## src/rtl/tsdk_pkg.sv

```systemverilog
`timescale 1ns / 1ps
`default_nettype none

package tsdk_pkg;

    localparam int CORDIC_STAGES = 16;
    localparam int TAB_LEN       = 24;
    localparam int CORDIC_DEPTH  = (CORDIC_STAGES < TAB_LEN) ? CORDIC_STAGES : TAB_LEN;

    localparam int CW = 29;
    localparam int ZW = 20;

    localparam logic [ZW-1:0] HALF_PI_Q16  = ZW'(102944);
    localparam logic [15:0]   INV_GAIN_Q16 = 16'd39797;

    localparam logic [ZW-1:0] ATAN_Q16 [TAB_LEN] = '{
        20'd51472, 20'd30385, 20'd16055, 20'd8150, 20'd4091, 20'd2047, 20'd1024, 20'd512,
        20'd256,   20'd128,   20'd64,    20'd32,   20'd16,   20'd8,    20'd4,    20'd2,
        20'd1,     20'd0,     20'd0,     20'd0,    20'd0,    20'd0,    20'd0,    20'd0
    };

    localparam int CFG_IDX_W = 4;

    localparam logic [CFG_IDX_W-1:0] REG_WHEELBASE   = 4'd0;
    localparam logic [CFG_IDX_W-1:0] REG_STEER_GAIN  = 4'd1;
    localparam logic [CFG_IDX_W-1:0] REG_DRIVE_GAIN  = 4'd2;
    localparam logic [CFG_IDX_W-1:0] REG_STEER_LIMIT = 4'd3;

    localparam logic [15:0] WHEELBASE_RST   = 16'd14614;
    localparam logic [15:0] STEER_GAIN_RST  = 16'd4096;
    localparam logic [11:0] DRIVE_GAIN_RST  = 12'd728;
    localparam logic [14:0] STEER_LIMIT_RST = 15'd11878;

    typedef struct packed {
        logic signed [15:0] forward_speed;
        logic signed [15:0] yaw_rate;
    } cmd_t;

    typedef struct packed {
        logic signed [15:0] wheel_angle;
        logic        [15:0] drive_command;
        logic               drive_saturated;
    } res_t;

    typedef struct packed {
        logic               zero;
        logic signed [CW-1:0] x;
        logic signed [CW-1:0] y;
        logic signed [ZW-1:0] z;
    } cordic_t;

endpackage

`default_nettype wire

```

## src/rtl/tsdk_cordic.sv

```systemverilog
`timescale 1ns / 1ps
`default_nettype none

module tsdk_cordic (
    input  wire logic             clk,
    input  wire logic             rst_n,
    input  wire logic             advance,
    input  wire logic             in_valid,
    input  wire tsdk_pkg::cordic_t in_vec,
    output logic                  out_valid,
    output tsdk_pkg::cordic_t     out_vec
);

    localparam int D  = tsdk_pkg::CORDIC_DEPTH;
    localparam int CW = tsdk_pkg::CW;
    localparam int ZW = tsdk_pkg::ZW;

    logic [D:0]        valid_reg;
    tsdk_pkg::cordic_t stage_reg [D+1];
    tsdk_pkg::cordic_t pre_next;

    // quarter-turn pre-rotation into the right half plane
    always_comb
    begin
        pre_next      = in_vec;
        pre_next.zero = (in_vec.x == '0) && (in_vec.y == '0);
        pre_next.z    = '0;
        if (in_vec.x[CW-1])
        begin
            if (!in_vec.y[CW-1])
            begin
                pre_next.x = in_vec.y;
                pre_next.y = -in_vec.x;
                pre_next.z = tsdk_pkg::HALF_PI_Q16;
            end
            else
            begin
                pre_next.x = -in_vec.y;
                pre_next.y = in_vec.x;
                pre_next.z = -tsdk_pkg::HALF_PI_Q16;
            end
        end
    end

    always_ff @(posedge clk or negedge rst_n)
    begin
        if (!rst_n)
        begin
            valid_reg[0] <= 1'b0;
        end
        else if (advance)
        begin
            valid_reg[0] <= in_valid;
        end
    end

    always_ff @(posedge clk)
    begin
        if (advance)
        begin
            stage_reg[0] <= pre_next;
        end
    end

    for (genvar k = 0; k < D; k++)
    begin : g_stage
        tsdk_pkg::cordic_t rot_next;

        always_comb
        begin
            rot_next = stage_reg[k];
            if (!stage_reg[k].y[CW-1])
            begin
                rot_next.x = stage_reg[k].x + (stage_reg[k].y >>> k);
                rot_next.y = stage_reg[k].y - (stage_reg[k].x >>> k);
                rot_next.z = stage_reg[k].z + tsdk_pkg::ATAN_Q16[k];
            end
            else
            begin
                rot_next.x = stage_reg[k].x - (stage_reg[k].y >>> k);
                rot_next.y = stage_reg[k].y + (stage_reg[k].x >>> k);
                rot_next.z = stage_reg[k].z - tsdk_pkg::ATAN_Q16[k];
            end
        end

        always_ff @(posedge clk or negedge rst_n)
        begin
            if (!rst_n)
            begin
                valid_reg[k+1] <= 1'b0;
            end
            else if (advance)
            begin
                valid_reg[k+1] <= valid_reg[k];
            end
        end

        always_ff @(posedge clk)
        begin
            if (advance)
            begin
                stage_reg[k+1] <= rot_next;
            end
        end
    end

    assign out_valid = valid_reg[D];
    assign out_vec   = stage_reg[D];

`ifndef NO_ASSERTIONS
    a_pre_right_half: assert property (@(posedge clk) disable iff (!rst_n)
        valid_reg[0] |-> !stage_reg[0].x[CW-1])
        else $error("pre-rotated x negative");

    a_out_x_nonneg: assert property (@(posedge clk) disable iff (!rst_n)
        out_valid |-> !out_vec.x[CW-1])
        else $error("CORDIC magnitude negative");

    a_out_z_range: assert property (@(posedge clk) disable iff (!rst_n)
        out_valid |-> (out_vec.z[ZW-1] == out_vec.z[ZW-2]))
        else $error("CORDIC angle out of range");
`endif

endmodule

`default_nettype wire

```

## config.mk

```make
export PLATFORM = sky130hd
export DESIGN_NAME = tsdk_cordic
export DESIGN_NICKNAME = d
export VERILOG_FILES = /design/src/rtl/tsdk_pkg.sv /design/src/rtl/tsdk_cordic.sv
export SDC_FILE = /design/constraint.sdc
export NUM_CORES = 2
export LEC_CHECK = 0
export BUFFER_PORTS_ARGS = -buffer_cell sky130_fd_sc_hd__buf_4
export CORE_UTILIZATION = 30
export DETAILED_ROUTE_END_ITERATION = 10
export SLEW_MARGIN = 30
export SYNTH_ARGS = -nofsm -noshare
export SYNTH_HDL_FRONTEND = slang
export SYNTH_SLANG_ARGS = --single-unit
```

## constraint.sdc

```tcl
create_clock -name clk -period 5.9 [get_ports clk]
set_clock_uncertainty 0.1 [all_clocks]
set_input_delay 0.295 -clock clk [delete_from_list [all_inputs] [get_ports clk]]
set_output_delay 0.295 -clock clk [all_outputs]
set_load 0.05 [all_outputs]
```

# Word-level counts from Yosys, hierarchy flattened

Memory sizes are Yosys's and may differ from the RTL's.
Index checks and enable logic that the tools add are counted.

Input port bits: 83
RAM bits: 1,343
Output and inout port bits: 80
Memories: 1
Word-level logic and storage cells: 138
Register bits: 17

Memories:

| memory    | words | bits a word | rd ports | clocked after Yosys merged registers in | wr ports | RTL line          | RTL |
|---|---|---|---|---|---|---|---|
| stage_reg | 17    | 79          | 17       | 0                                       | 17       | tsdk_cordic.sv:19 | `tsdk_pkg::cordic_t stage_reg [D+1];` |

Multiplexer cells: 20
Add/subtract/negate cells: 97
Reductions and logical operators: 3

Operators by type and width:

| kind             | number |
|---|---|
| $mux 78          | 18 |
| $add 29x14->29   | 2 |
| $add 29x15->29   | 2 |
| $add 29x16->29   | 2 |
| $add 29x17->29   | 2 |
| $add 29x18->29   | 2 |
| $add 29x19->29   | 2 |
| $add 29x20->29   | 2 |
| $add 29x21->29   | 2 |
| $add 29x22->29   | 2 |
| $add 29x23->29   | 2 |
| $add 29x24->29   | 2 |
| $add 29x25->29   | 2 |
| $add 29x26->29   | 2 |
| $add 29x27->29   | 2 |
| $add 29x28->29   | 2 |
| $logic_not 29->1 | 2 |
| $neg 29->29      | 2 |
| $sub 29x14->29   | 2 |
| $sub 29x15->29   | 2 |
| $sub 29x16->29   | 2 |
| $sub 29x17->29   | 2 |
| $sub 29x18->29   | 2 |
| $sub 29x19->29   | 2 |
| 43 further kinds | 56 |

# Logic depth before layout (Yosys ltp)

Depth after elaboration: 3
Gate-level depth with buffers: 20
Depth with buffers taken out: 19

# Least setup slack after synthesis

OpenSTA, ideal clock, no wires.

Path kind: flip-flop to flip-flop
Start: memory stage_reg[0][1154] in the netlist's numbering
End: memory stage_reg[0][1258] in the netlist's numbering, data pin
Path slack: 1,593 ps
Setup time: 263 ps
Clock period less this slack: 4,307 ps
Cell stages (with the launch flop): 16
Path buffers: 2
Data arrival time: 3,943 ps
Required time: 5,537 ps
Cell sequence: edfxtp_1 clkbuf_1 buf_1 mux2i_1 inv_1 fa_1 nor2b_1 o31a_1 o2111ai_1 a31oi_1 o31ai_1 a2111oi_0 o211ai_1 a21boi_1 o22ai_1 xnor2_1

RTL lines:

| item        | RTL line |
|---|---|
| from (decl) | tsdk_cordic.sv:19 |

==> summary by stage <==
Status
The run finished with clean final reports.

Clock tree
Counting along the longest clock path gives a buffer depth of 4. The total of cells resized after clock tree synthesis is 0. Clock-pin slew was measured on the worst setup and hold paths at 0.06 ns. The CTS tree is done. The buffer cell driving the clock tree root is clkbuf_16. The number of buffers inserted during clock tree synthesis is 161. The depth of the CTS H-tree is 4. In this run, post-CTS hold repair placed 104 buffers. Buffers added to address setup during post-CTS repair amount to 0. For the worst-skew pair, the clock arrives at the later sink with an insertion delay of 0.85 ns. The sink count of the clock tree is 1319.

Timing
The worst slew margin relative to its limit is 0.3297. The worst path needs 5.054 ns of the cycle, external delays included. The max-slew violation count is 0. The tightest hold path in the finished design has a slack of 0.1659 ns. Setup violations remaining at the end of the flow were counted as 0. At the pin with the least slew margin, the transition time is 1.005 ns. Based on the critical path, the design can be clocked at up to a little under 200 MHz. The final-report hold violation count came to 0. The fraction of the cycle the final worst path needs is 0.8565. Setup repair after global routing left no endpoint under its margin. The total negative slack is 0 ns.

Cells and area
The layout overhead on the synthesized area is 11.52%. The register with the most flip-flops in the layout has between 1000 and 1500 of them. After the last flow step, the layout net total stands at 13220.

The share of final-layout standard cells stronger than drive strength 1 is 0.05112.

Worst setup path
STA classifies the critical path startpoint as a register. For the worst setup path, the data arrival time is approximately 5.5 ns. The kind of end point of the critical path is a register. The slowest stage cell on the critical path is nor3b_1. The signal on the critical path passes through nor3_1, nand2_1, nor3_1, nor3b_1, nor2_1, xnor2_1, ha_1, inv_1, o41ai_2, a21oi_1, o21bai_1, a211oi_1, o31ai_1, nor4b_1, or3_1. The data required time at the worst endpoint is 6.33 ns. The maximum fanout along the worst path is 5. The worst setup path is of the reg2reg kind. The most repeated library cell on the critical path is nor3_1. The beginning of the critical path is stage_reg[0][265]$_DFFE_PP_. For this run, the slowest stage of the critical path takes 0.57 ns. Measured in cells, the most critical reg-to-reg path has a length of 15. The launch point of the worst reg-to-reg path is stage_reg[0][265]$_DFFE_PP_.

Logic synthesis
The number of nets in the synthesized netlist is 13000. In this run the cell area of the synthesized design comes to ~110000 µm². For this run, the leading register cell type out of synthesis is edfxtp_1.

Yosys mapped the design onto 98 distinct sky130hd cell types. The proportion of netlist area held by the largest area contributor is 0.3541. The yosys synthesis warning count is 0. The share of async-settable or async-resettable flops after synthesis is 0.01289. After synthesis, the cell types taking the most area are edfxtp_1 35%, ha_1 14%, xnor2_1 8.4%, a21oi_1 5.2%, nor2_1 4.1%. The synthesized design contains 1319 register bits. The average cell area after synthesis is 9.500 µm². edfxtp_1 takes more of the synthesized area than any other cell. The share of the Yosys chip area taken by registers is 0.3580. Counting instances in the post-synthesis netlist gives the leading cell types as 1302 x edfxtp_1, 1250 x ha_1, 1214 x nor2_1, 1151 x a21oi_1, 1059 x xnor2_1. Synthesis handed over a netlist of 11620 instances. The most frequent cell after synthesis is edfxtp_1. Yosys mapped a number of flops with a built-in enable equal to 1302.

Floorplan
The overall die height is 608.6 µm. Pin placement for this block handled between 150 and 200 I/O pins. The initial utilization of the core area, before any placement, comes to 0.3018. The die is 608.6 µm wide.

The die covers 370400 µm². After floorplanning, the core was sized to cover roughly 370000 µm². The number of standard-cell rows in the floorplan is 222.

Place
During placement, the flow inserted port buffers numbering 140. Summed over all nets, the half-perimeter wirelength after detailed placement is 213.8 mm. The placer's final routability congestion estimate is just under 0.9.

Route
In this run the remaining antenna-violating nets after routing total 0. The final wirelength is 273.0 mm. The count of unresolved DRC violations after routing is 0. The routed via count is 85100. After detailed routing, the number of vias per cell comes to 5.074. The violation count after the first detailed-route iteration is 5371. The length of the first detailed-routing pass in iterations is 6. After detailed routing, the average wire length per cell comes to 16.28 µm.

Global route
The overall overflow remaining after global route is 0. The number of antenna violations at the first check in global routing was 7. The first global-routing pass estimated 435.2 mm of wire. For this run, the total global-route usage over all layers was measured as 0.1418. The largest net degree at the start of global routing is 165. The number of global-route vias before repair is 80990.

Min path
The type of the worst min-delay path is in2reg. The cell count of the worst hold path is 3. The startpoint identified for the worst hold timing path is in_valid.

Flow run
The max capacitance violation total is 0.
-- stage by stage --
step	setup WS, ns	utilization	cell area (µm²)	instances
3_3_place_gp	0.8310	0.3196	116900	16390
4_1_cts	0.8331	0.3365	123100	16770
5_1_grt	0.3377	0.3365	123100	16770
6_report	0.8465	0.3366	123100	16770
2_1_floorplan	1.593	-	110400	11620
3_5_place_dp	0.8213	0.3196	116900	16390
-- cell usage in the layout (no fill, tap or decap), types with 58 or more instances in the layout --
master	instances
clkbuf_16	164
o21bai_1	112
mux2_2	58
edfxtp_1	1302
nor4_1	116
o21ai_0	474
nand3_1	193
a21o_1	423
nor3_1	368
or3_1	90
nor2b_1	170
o21ai_1	63
a31oi_1	135
a211oi_1	109
nor2_1	1214
xor2_1	506
and2_1	71
o31ai_1	60
ha_1	1250
o21a_1	186
inv_1	567
buf_4	218
and3_1	132
dlygate4sd3_1	104
nand2b_1	143
a21oi_1	1151
nand2_1	562
xnor2_1	1059
-- area by class of cell --
type,instances,area [µm²]
timing repair buffer,330,2845
multi-input combinational,9454,67410
inverter,573,2151
fill,37400,242700
clock buffer,189,4208
clock inverter,87,944.7
antenna,3,7.507
sequential,1319,39520
tap,4816,6026
-- worst paths after layout --
kind	to	slack, ns
worst max-delay path	stage_reg[0][392]$_DFFE_PP_	0.85
worst min-delay path	valid_reg[0]$_DFFE_PN0P_	0.17
worst max register to register	stage_reg[0][392]$_DFFE_PP_	0.85
worst min register to register	stage_reg[0][715]$_DFFE_PP_	0.26
max in group asynchronous	valid_reg[9]$_DFFE_PN0P_	4.73
min in group asynchronous	valid_reg[0]$_DFFE_PN0P_	0.51
-- critical path, delay by kind of cell, from the launching register on --
family | cells | cell delay (ns)
xor+xnor | 1 | 0.15
compound gates | 5 | 1.75
fa+ha+maj | 1 | 0.36
simple gates | 7 | 1.87
flops | 1 | 0.44
buf+inv | 1 | 0.07
-- per-layer routing --
layer | GRT usage | up-vias | share of wire
met5 | 0 | - | 0.000048
met4 | 0.03639 | 2 | 0.024
met3 | 0.01454 | 341 | 0.037
met2 | 0.2506 | 1560 | 0.48
met1 | 0.1834 | 40140 | 0.46
li1 | - | 43060 | -
-- cell families (layout without fill, tap and decap cells) --
group,Yosys count,after routing,share of synthesized area
AND/OR/NAND/NOR,3308,3308,0.1436
AO/OA/AOI/OAI,3190,3190,0.1833
XOR/XNOR,1565,1565,0.1242
flip-flops,1319,1319,0.3580
adder cells (fa/ha/maj),1298,1298,0.1504
buffers and inverters,848,1179,0.03156
multiplexers,92,92,0.008999
other,1,4,0.00003397
Power is left out: the tool's default activity adds up to more than one toggle a clock period on the data nets, which glitch-free logic cannot reach.
